## src/rcm_pkg.sv

```systemverilog
// ----------------------------------------------------------------------------
// rcm_pkg
// Shared constants, types and command/status bundles of the RMS current meter.
// ----------------------------------------------------------------------------
package rcm_pkg;

  localparam int unsigned AdcBitsDef     = 10;
  localparam int unsigned MidFracBitsDef = 20;
  localparam int unsigned MaxWindowDef   = 4096;

  localparam int unsigned WinW   = 13;
  localparam int unsigned WarmW  = 16;
  localparam int unsigned OfsW   = 17;
  localparam int unsigned ScaleW = 32;
  localparam int unsigned CurW   = 24;
  localparam int unsigned ScaleHalfW = ScaleW / 2;

  localparam logic [WinW-1:0]   WindowRst = 13'd1024;
  localparam logic [WarmW-1:0]  WarmupRst = 16'd1000;
  localparam logic [OfsW-1:0]   OffsetRst = 17'd0;
  localparam logic [ScaleW-1:0] ScaleRst  = 32'd65536;

  typedef enum logic [1:0] {
    REG_WINDOW = 2'd0,
    REG_WARMUP = 2'd1,
    REG_OFFSET = 2'd2,
    REG_SCALE  = 2'd3
  } reg_idx_e;

  typedef enum logic [3:0] {
    S_IDLE, S_SQ, S_ACC, S_DIV, S_SQL, S_SQRT, S_OFS, S_MUL0, S_MUL1, S_FIN
  } state_e;

  typedef struct packed {
    logic accept;
    logic square;
    logic accum;
    logic div_step;
    logic sqrt_load;
    logic sqrt_step;
    logic offset;
    logic mul_lo;
    logic mul_hi;
    logic finish;
  } cmd_t;

  typedef struct packed {
    logic warm_only;
    logic win_end;
    logic last_step;
    logic out_free;
  } status_t;

endpackage

```

## src/rms_current_meter_top.sv

```systemverilog
// A sample passes through accept, square and accumulate; a warmup sample is only accepted.
// The window's last sample then runs the bit-serial divider and the two-bits-per-cycle
// square root, then offset removal, the split multiply and the result hand-off.
// One result is delivered per window; sampling resumes once it is in the output register.
// Reset (rst_ni low, asynchronous) restores register defaults, midpoint 512.0 and warmup.
// ----------------------------------------------------------------------------
// rms_current_meter_top
// RMS current meter with DC midpoint tracking, one result per sample window.
// ----------------------------------------------------------------------------
module rms_current_meter_top #(
  parameter int unsigned ADC_BITS      = rcm_pkg::AdcBitsDef,
  parameter int unsigned MID_FRAC_BITS = rcm_pkg::MidFracBitsDef,
  parameter int unsigned MAX_WINDOW    = rcm_pkg::MaxWindowDef
) (
  input  logic                              clk_i,
  input  logic                              rst_ni,
  input  logic                              s_axis_tvalid,
  output logic                              s_axis_tready,
  input  logic [((ADC_BITS+7)/8)*8-1:0]     s_axis_tdata,   // sample
  output logic                              m_axis_tvalid,
  input  logic                              m_axis_tready,
  output logic [rcm_pkg::CurW-1:0]          m_axis_tdata,   // current_scaled
  output logic [1:0]                        m_axis_tuser,   // below_offset, saturated
  input  logic                              cfg_valid_i,
  output logic                              cfg_ready_o,
  input  logic [1:0]                        cfg_addr_i,
  input  logic [rcm_pkg::ScaleW-1:0]        cfg_data_i
);

  rcm_pkg::cmd_t    cmd;
  rcm_pkg::status_t status;

  assign cfg_ready_o = 1'b1;

  rcm_ctrl u_ctrl (
    .clk_i      (clk_i),
    .rst_ni     (rst_ni),
    .in_valid_i (s_axis_tvalid),
    .in_ready_o (s_axis_tready),
    .status_i   (status),
    .cmd_o      (cmd)
  );

  rcm_datapath #(
    .ADC_BITS      (ADC_BITS),
    .MID_FRAC_BITS (MID_FRAC_BITS),
    .MAX_WINDOW    (MAX_WINDOW)
  ) u_dp (
    .clk_i            (clk_i),
    .rst_ni           (rst_ni),
    .cfg_we_i         (cfg_valid_i),
    .cfg_idx_i        (rcm_pkg::reg_idx_e'(cfg_addr_i)),
    .cfg_data_i       (cfg_data_i),
    .sample_i         (s_axis_tdata[ADC_BITS-1:0]),
    .cmd_i            (cmd),
    .status_o         (status),
    .out_ready_i      (m_axis_tready),
    .out_valid_o      (m_axis_tvalid),
    .current_scaled_o (m_axis_tdata),
    .below_offset_o   (m_axis_tuser[0]),
    .saturated_o      (m_axis_tuser[1])
  );

endmodule

```

## src/rcm_ctrl.sv

```systemverilog
// ----------------------------------------------------------------------------
// rcm_ctrl
// Sequencer: sample intake, accumulation and the window-end arithmetic steps.
// ----------------------------------------------------------------------------
module rcm_ctrl (
  input  logic             clk_i,
  input  logic             rst_ni,
  input  logic             in_valid_i,
  output logic             in_ready_o,
  input  rcm_pkg::status_t status_i,
  output rcm_pkg::cmd_t    cmd_o
);

  rcm_pkg::state_e state_q, state_d;

  always_ff @(posedge clk_i or negedge rst_ni) begin
    if (!rst_ni) begin
      state_q <= rcm_pkg::S_IDLE;
    end else begin
      state_q <= state_d;
    end
  end

  always_comb begin
    state_d    = state_q;
    cmd_o      = '0;
    in_ready_o = 1'b0;
    case (state_q)
      rcm_pkg::S_IDLE: begin
        in_ready_o = 1'b1;
        if (in_valid_i) begin
          cmd_o.accept = 1'b1;
          if (!status_i.warm_only) state_d = rcm_pkg::S_SQ;
        end
      end
      rcm_pkg::S_SQ: begin
        cmd_o.square = 1'b1;
        state_d = rcm_pkg::S_ACC;
      end
      rcm_pkg::S_ACC: begin
        cmd_o.accum = 1'b1;
        state_d = status_i.win_end ? rcm_pkg::S_DIV : rcm_pkg::S_IDLE;
      end
      rcm_pkg::S_DIV: begin
        cmd_o.div_step = 1'b1;
        if (status_i.last_step) state_d = rcm_pkg::S_SQL;
      end
      rcm_pkg::S_SQL: begin
        cmd_o.sqrt_load = 1'b1;
        state_d = rcm_pkg::S_SQRT;
      end
      rcm_pkg::S_SQRT: begin
        cmd_o.sqrt_step = 1'b1;
        if (status_i.last_step) state_d = rcm_pkg::S_OFS;
      end
      rcm_pkg::S_OFS: begin
        cmd_o.offset = 1'b1;
        state_d = rcm_pkg::S_MUL0;
      end
      rcm_pkg::S_MUL0: begin
        cmd_o.mul_lo = 1'b1;
        state_d = rcm_pkg::S_MUL1;
      end
      rcm_pkg::S_MUL1: begin
        cmd_o.mul_hi = 1'b1;
        state_d = rcm_pkg::S_FIN;
      end
      rcm_pkg::S_FIN: begin
        // Hold the finished result until the output register is free.
        if (status_i.out_free) begin
          cmd_o.finish = 1'b1;
          state_d = rcm_pkg::S_IDLE;
        end
      end
      default: state_d = rcm_pkg::S_IDLE;
    endcase
  end

endmodule

```

## src/rcm_datapath.sv

```systemverilog
// ----------------------------------------------------------------------------
// rcm_datapath
// Registers, midpoint filter, square accumulator, divider, root and scaling.
// ----------------------------------------------------------------------------
module rcm_datapath #(
  parameter int unsigned ADC_BITS      = rcm_pkg::AdcBitsDef,
  parameter int unsigned MID_FRAC_BITS = rcm_pkg::MidFracBitsDef,
  parameter int unsigned MAX_WINDOW    = rcm_pkg::MaxWindowDef
) (
  input  logic                        clk_i,
  input  logic                        rst_ni,
  input  logic                        cfg_we_i,
  input  rcm_pkg::reg_idx_e           cfg_idx_i,
  input  logic [rcm_pkg::ScaleW-1:0]  cfg_data_i,
  input  logic [ADC_BITS-1:0]         sample_i,
  input  rcm_pkg::cmd_t               cmd_i,
  output rcm_pkg::status_t            status_o,
  input  logic                        out_ready_i,
  output logic                        out_valid_o,
  output logic [rcm_pkg::CurW-1:0]    current_scaled_o,
  output logic                        below_offset_o,
  output logic                        saturated_o
);

  localparam int unsigned MidW   = ADC_BITS + MID_FRAC_BITS;
  localparam int unsigned MagW   = ADC_BITS + 8;
  localparam int unsigned SqW    = 2 * MagW;
  localparam int unsigned CntW   = $clog2(MAX_WINDOW + 1);
  localparam int unsigned SumW   = SqW + CntW;
  localparam int unsigned RootW  = (SumW + 1) / 2;
  localparam int unsigned SremW  = RootW + 1;
  localparam int unsigned RadW   = 2 * RootW;
  localparam int unsigned StepW  = $clog2(SumW + 1);
  localparam int unsigned HalfW  = rcm_pkg::ScaleHalfW;
  localparam int unsigned PartW  = RootW + HalfW;
  localparam int unsigned ProdW  = RootW + rcm_pkg::ScaleW + 1;
  localparam int unsigned FiltSh = MID_FRAC_BITS - 8;

  // Configuration registers.
  logic [rcm_pkg::WinW-1:0]   window_q;
  logic [rcm_pkg::WarmW-1:0]  warmup_q;
  logic [rcm_pkg::OfsW-1:0]   offset_q;
  logic [rcm_pkg::ScaleW-1:0] scale_q;

  always_ff @(posedge clk_i or negedge rst_ni) begin
    if (!rst_ni) begin
      window_q <= rcm_pkg::WindowRst;
      warmup_q <= rcm_pkg::WarmupRst;
      offset_q <= rcm_pkg::OffsetRst;
      scale_q  <= rcm_pkg::ScaleRst;
    end else if (cfg_we_i) begin
      case (cfg_idx_i)
        rcm_pkg::REG_WINDOW: window_q <= cfg_data_i[rcm_pkg::WinW-1:0];
        rcm_pkg::REG_WARMUP: warmup_q <= cfg_data_i[rcm_pkg::WarmW-1:0];
        rcm_pkg::REG_OFFSET: offset_q <= cfg_data_i[rcm_pkg::OfsW-1:0];
        rcm_pkg::REG_SCALE:  scale_q  <= cfg_data_i;
        default: ;
      endcase
    end
  end

  // Midpoint filter and offset-removed sample.
  logic [MidW-1:0]         mid_q, mid_new;
  logic [MidW-1:0]         target;
  logic signed [MidW:0]    diff, resid, filt_full;
  logic signed [MagW:0]    filt_q;
  logic [rcm_pkg::WarmW-1:0] warm_cnt_q;
  logic                    warming_q;
  logic                    warm_only;

  assign target    = {sample_i, {MID_FRAC_BITS{1'b0}}};
  assign diff      = $signed({1'b0, target}) - $signed({1'b0, mid_q});
  assign mid_new   = mid_q + MidW'(diff >>> ADC_BITS);
  assign resid     = $signed({1'b0, target}) - $signed({1'b0, mid_new});
  assign filt_full = resid >>> FiltSh;
  assign warm_only = warming_q && (warm_cnt_q < warmup_q);

  always_ff @(posedge clk_i or negedge rst_ni) begin
    if (!rst_ni) begin
      mid_q      <= MidW'(1) << (MidW - 1);
      warm_cnt_q <= '0;
      warming_q  <= 1'b1;
    end else if (cmd_i.accept) begin
      mid_q <= mid_new;
      if (warm_only) begin
        warm_cnt_q <= warm_cnt_q + 1'b1;
        if ((warm_cnt_q + 1'b1) >= warmup_q) warming_q <= 1'b0;
      end else begin
        warming_q <= 1'b0;
      end
    end
  end

  always_ff @(posedge clk_i) begin
    if (cmd_i.accept) filt_q <= filt_full[MagW:0];
  end

  // Square and accumulate.
  logic [MagW-1:0] mag;
  logic [SqW-1:0]  sq_q;
  logic [SumW-1:0] sum_q;
  logic [CntW-1:0] cnt_q, cnt_inc, win_eff;

  assign mag = filt_q[MagW] ? MagW'(-filt_q) : filt_q[MagW-1:0];

  always_comb begin
    if (window_q == '0) begin
      win_eff = CntW'(1);
    end else if (32'(window_q) > 32'(MAX_WINDOW)) begin
      win_eff = CntW'(MAX_WINDOW);
    end else begin
      win_eff = CntW'(window_q);
    end
  end

  assign cnt_inc = cnt_q + 1'b1;

  always_ff @(posedge clk_i) begin
    if (cmd_i.square) sq_q <= mag * mag;
  end

  // Divider state (quotient shifted in over the dividend) and root state.
  logic [SumW-1:0]  dq_q;
  logic [CntW-1:0]  den_q, rem_q;
  logic [CntW:0]    rem_sh;
  logic             rem_ge;
  logic [StepW-1:0] step_q;
  logic [RadW-1:0]  rad_q;
  logic [RootW-1:0] root_q;
  logic [RootW:0]   srem_q;
  logic [RootW+2:0] rt, trial;
  logic             rt_ge;
  logic             end_win;

  assign end_win = cnt_inc >= win_eff;
  assign rem_sh  = {rem_q, dq_q[SumW-1]};
  assign rem_ge  = rem_sh >= {1'b0, den_q};
  assign rt      = {srem_q, rad_q[RadW-1 -: 2]};
  assign trial   = {1'b0, root_q, 2'b01};
  assign rt_ge   = rt >= trial;

  always_ff @(posedge clk_i or negedge rst_ni) begin
    if (!rst_ni) begin
      sum_q <= '0;
      cnt_q <= '0;
    end else if (cmd_i.accum) begin
      if (end_win) begin
        sum_q <= '0;
        cnt_q <= '0;
      end else begin
        sum_q <= sum_q + SumW'(sq_q);
        cnt_q <= cnt_inc;
      end
    end
  end

  always_ff @(posedge clk_i) begin
    if (cmd_i.accum) begin
      dq_q   <= sum_q + SumW'(sq_q);
      den_q  <= cnt_inc;
      rem_q  <= '0;
      step_q <= '0;
    end else if (cmd_i.div_step) begin
      rem_q  <= rem_ge ? CntW'(rem_sh - {1'b0, den_q}) : rem_sh[CntW-1:0];
      dq_q   <= {dq_q[SumW-2:0], rem_ge};
      step_q <= step_q + 1'b1;
    end else if (cmd_i.sqrt_load) begin
      rad_q  <= RadW'(dq_q);
      root_q <= '0;
      srem_q <= '0;
      step_q <= '0;
    end else if (cmd_i.sqrt_step) begin
      rad_q  <= {rad_q[RadW-3:0], 2'b00};
      srem_q <= rt_ge ? SremW'(rt - trial) : rt[RootW:0];
      root_q <= {root_q[RootW-2:0], rt_ge};
      step_q <= step_q + 1'b1;
    end
  end

  // Offset removal, split multiply and rounding.
  logic [RootW-1:0] val_q;
  logic             below_q;
  logic [PartW-1:0] plo_q, phi_q;
  logic [ProdW-1:0] prod;
  logic             sat;

  always_ff @(posedge clk_i) begin
    if (cmd_i.offset) begin
      below_q <= root_q < RootW'(offset_q);
      val_q   <= (root_q < RootW'(offset_q)) ? '0 : root_q - RootW'(offset_q);
    end
    if (cmd_i.mul_lo) plo_q <= val_q * scale_q[HalfW-1:0];
    if (cmd_i.mul_hi) phi_q <= val_q * scale_q[rcm_pkg::ScaleW-1:HalfW];
  end

  assign prod = (ProdW'(phi_q) << HalfW) + ProdW'(plo_q) + (ProdW'(1) << 23);
  assign sat  = |prod[ProdW-1:24+rcm_pkg::CurW];

  // Output register.
  always_ff @(posedge clk_i or negedge rst_ni) begin
    if (!rst_ni) begin
      out_valid_o <= 1'b0;
    end else if (cmd_i.finish) begin
      out_valid_o <= 1'b1;
    end else if (out_ready_i) begin
      out_valid_o <= 1'b0;
    end
  end

  always_ff @(posedge clk_i) begin
    if (cmd_i.finish) begin
      current_scaled_o <= sat ? {rcm_pkg::CurW{1'b1}} : prod[24 +: rcm_pkg::CurW];
      below_offset_o   <= below_q;
      saturated_o      <= sat;
    end
  end

  always_comb begin
    status_o.warm_only = warm_only;
    status_o.win_end   = end_win;
    status_o.last_step = cmd_i.div_step ? (step_q == StepW'(SumW - 1))
                                        : (step_q == StepW'(RootW - 1));
    status_o.out_free  = !out_valid_o || out_ready_i;
  end

endmodule

```

## config.mk

```make
export PLATFORM = sky130hd
export DESIGN_NAME = rms_current_meter_top
export DESIGN_NICKNAME = d
export VERILOG_FILES = /design/src/rcm_pkg.sv /design/src/rms_current_meter_top.sv /design/src/rcm_ctrl.sv /design/src/rcm_datapath.sv
export SDC_FILE = /design/constraint.sdc
export NUM_CORES = 2
export LEC_CHECK = 0
export BUFFER_PORTS_ARGS = -buffer_cell sky130_fd_sc_hd__buf_4
export CAP_MARGIN = 20
export CORE_MARGIN = 10
export CORE_UTILIZATION = 61
export CTS_CLUSTER_SIZE = 28
export DETAILED_ROUTE_END_ITERATION = 16
export PLACE_DENSITY = 0.85
export SLEW_MARGIN = 30
export SYNTH_ARGS = -nofsm -noshare
export SYNTH_HDL_FRONTEND = slang
export SYNTH_HIERARCHICAL = 1
export SYNTH_SLANG_ARGS = --single-unit
```

## constraint.sdc

```tcl
create_clock -name clk_i -period 27 [get_ports clk_i]
set_clock_uncertainty 0.2 [all_clocks]
set_input_delay 5.4 -clock clk_i [delete_from_list [all_inputs] [get_ports clk_i]]
set_output_delay 5.4 -clock clk_i [all_outputs]
set_load 0.01 [all_outputs]
```

==> impl_metrics.env <==
export IMPL_core_area_mm2=0.104
export IMPL_hold_viol=0
export IMPL_start_kind="primary input"
export IMPL_synth_area_mm2=0.0641
export IMPL_synth_warning_count=6
export IMPL_place_hpwl_mm=114
export IMPL_ys_flop_type="edfxtp_1"
export IMPL_drc=0
export IMPL_cts_made_buffers=60
export IMPL_tightest_slew_ns=1.06
export IMPL_area_delta_synth_final_pct=6.57
export IMPL_crit_type="in -> reg"
export IMPL_yosysTopAreaCellShare_pct=26.8
export IMPL_grt_first_pass_wirelength_mm=252
export IMPL_netlist_top_cell_by_area="fa_1"
export IMPL_post_route_period_util_pct=40.4
export IMPL_viasPerCell=5.95
export IMPL_hold_buffers=0
export IMPL_clock_sink_count=546
export IMPL_yosys_top_cells_area="fa_1 27%, edfxtp_1 16%, ha_1 11%, dfrtp_1 7.1%, inv_1 6.4%"
export IMPL_grt_use_total_pct=26.3
export IMPL_gp_congestion=0.928
export IMPL_max_freq_mhz=91.6
export IMPL_worstPathArrival_ns=11.18
export IMPL_maxCapViolCount=0
export IMPL_cts_buffer_depth=3
export IMPL_finalCriticalPeriod_ns=10.92
export IMPL_start_util_pct=61.7
export IMPL_row_count=118
export IMPL_cts_root_buf="clkbuf_16"
export IMPL_nets=8035
export IMPL_cts_tree="built"
export IMPL_grt_antenna_before_repair=4
export IMPL_drive_above_1_share_pct=7.50
export IMPL_synth_common_cells="1,099 x inv_1, 859 x fa_1, 839 x nand2_1"
export IMPL_ys_seq_area_share_pct=23.8
export IMPL_drv_slew=0
export IMPL_h_tree_depth=2
export IMPL_worstPathMaxFanout=9
export IMPL_dr_pass1_iters=8
export IMPL_cp_required_ns=27.26
export IMPL_via_count=47500
export IMPL_slew_headroom_pct=29.3
export IMPL_post_cts_buffers=0
export IMPL_status="complete, no violations"
export IMPL_clk_pin_slew_worst_paths_ns=0.07
export IMPL_io_buffers=76
export IMPL_setup_viol=0
export IMPL_die_h_um=344
export IMPL_synthDistinctLibCells=96
export IMPL_syn_nets=8076
export IMPL_synth_most_common_cell="inv_1"
export IMPL_finalSetupTns_ns=0
export IMPL_endpoint_kind="register"
export IMPL_synthCells=6591
export IMPL_min_path_type="reg -> reg"
export IMPL_rsz0062_at_grt="no"
export IMPL_async_reset_ff_share_pct=35.2
export IMPL_syn_area_per_cell_um2=9.72
export IMPL_grt_pass1_vias=50300
export IMPL_grt_max_degree=84
export IMPL_cts_resized=0
export IMPL_clk_latency_ns=0.72
export IMPL_overflow=0
export IMPL_die_area_mm2=0.118
export IMPL_die_w_um=344
export IMPL_wl_per_cell_um=19.4
export IMPL_synth_seq_cells=546
export IMPL_ant_nets=0
export IMPL_io_pins=84
export IMPL_drt_iter0_drc=4076
export IMPL_wirelength_mm=155
export IMPL_synth_edf_count=335
## state kept, by name, indices dropped and copies added (netlist names), 13 cells and up
name                   count
u_dp/mid_q                30
u_dp/den_q                13
u_dp/dq_q                 49
u_dp/scale_q              32
u_dp/root_q               25
u_dp/rad_q                50
u_dp/cnt_q                13
u_dp/warmup_q             16
u_dp/val_q                25
u_dp/sum_q                49
u_dp/sq_q                 35
u_dp/current_scaled_o     24
u_dp/plo_q                25
u_dp/window_q             13
u_dp/rem_q                13
u_dp/offset_q             17
u_dp/warm_cnt_q           16
u_dp/phi_q                41
u_dp/srem_q               26
u_dp/filt_q               19
## critical path, cell delays in order
cell	delay [ns]
buf_4	0.14
ha_1	0.23
or3_1	0.39
a32o_1	0.25
a41oi_1	0.29
a21oi_1	0.18
a21oi_1	0.25
xnor2_1	0.18
ha_1	0.37
nand2_1	0.11
o21ai_0	0.11
a211oi_1	0.44
a21oi_1	0.21
a21o_1	0.21
a21oi_1	0.18
xor2_1	0.32
ha_1	0.33
and2_1	0.20
a22o_1	0.22
o21ai_0	0.14
nand2b_1	0.07
a21oi_1	0.18
nand2_1	0.09
a41oi_2	0.23
o41ai_2	0.13
a21oi_1	0.23
xnor2_1	0.09
## layout make-up
type,instances,area (um^2)
timing repair buffer,161,1240
fill,7683,35600
multi-input combinational,4673,43800
tap,1380,1730
antenna,2,5.00
clock buffer,75,1630
clock inverter,38,514
inverter,1108,4160
sequential,546,15300
## layer usage
metal / wire length [um] / GRT usage (%)
met1: 58700 / 31.8
met2: 76200 / 45.2
met3: 12200 / 4.87
met4: 7690 / 12.0
met5: 41 / 0
## cell usage in the layout, fill, tap and decap left out, drive strengths merged, types with 25 or more instances in the layout
cell type  netlist  routed
a211oi          40      40
a21o           109     109
a21oi          208     208
a31oi           36      36
and2           254     254
and3            49      49
buf             28     161
clkbuf         236      75
clkinv           6      25
dfrtp          182     182
edfxtp         335     335
fa             859     859
ha             571     571
inv           1102    1105
mux2           157     157
mux2i           48      48
nand2          839     839
nand2b          36      36
nand3           99      99
nand4           26      26
nor2           351     351
nor2b           43      43
nor3            85      85
o21a            50      50
o21ai          172     172
o21bai          26      26
o31ai           26      26
xnor2          194     194
xor2           123     123
## through the flow
stage / instances / setup WS (ns) / cell area (um^2) / utilization, % / hold slack (ns)
global route: 7982 / 15.61 / 68300 / 65.7 / 0.267
detailed placement: 7866 / 15.56 / 66100 / 63.6 / 0.213
finish: 7983 / 16.08 / 68300 / 65.7 / 0.230
global placement: 7865 / 15.64 / 66100 / 63.6 / 0.209
CTS: 7979 / 16.28 / 68200 / 65.7 / 0.241
floorplan: 6591 / 16.42 / 64100 / - / 0.200
## cells by family after synthesis
kind of cell	Yosys count	synth area share (%)
AOI/OAI and AO/OA	843	8.75
xor gates and xnor gates	317	4.33
adders and majority gates	1430	38.0
buffers and inverters	1372	8.11
DFF	546	23.8
muxes	205	3.51
other	1	0.00585
and+or+nand+nor	1877	13.5
## worst paths after layout
path                            startpoint                  end  slack [ns]  cells past startpoint
max                        s_axis_tdata[1]      u_dp/filt_q[17]       16.08                     27
max reg2reg                 u_dp/filt_q[0]        u_dp/sq_q[33]       16.65                     30
min in group asynchronous           rst_ni       u_dp/sum_q[32]        4.52                      1
min                           u_dp/below_q  u_dp/below_offset_o        0.23                      0
min reg2reg                   u_dp/below_q  u_dp/below_offset_o        0.23                      0
max in group asynchronous           rst_ni     u_dp/scale_q[11]       19.99                      3
Power is left out: the tool's default activity adds up to more than one toggle a clock period on the data nets, which glitch-free logic cannot reach.
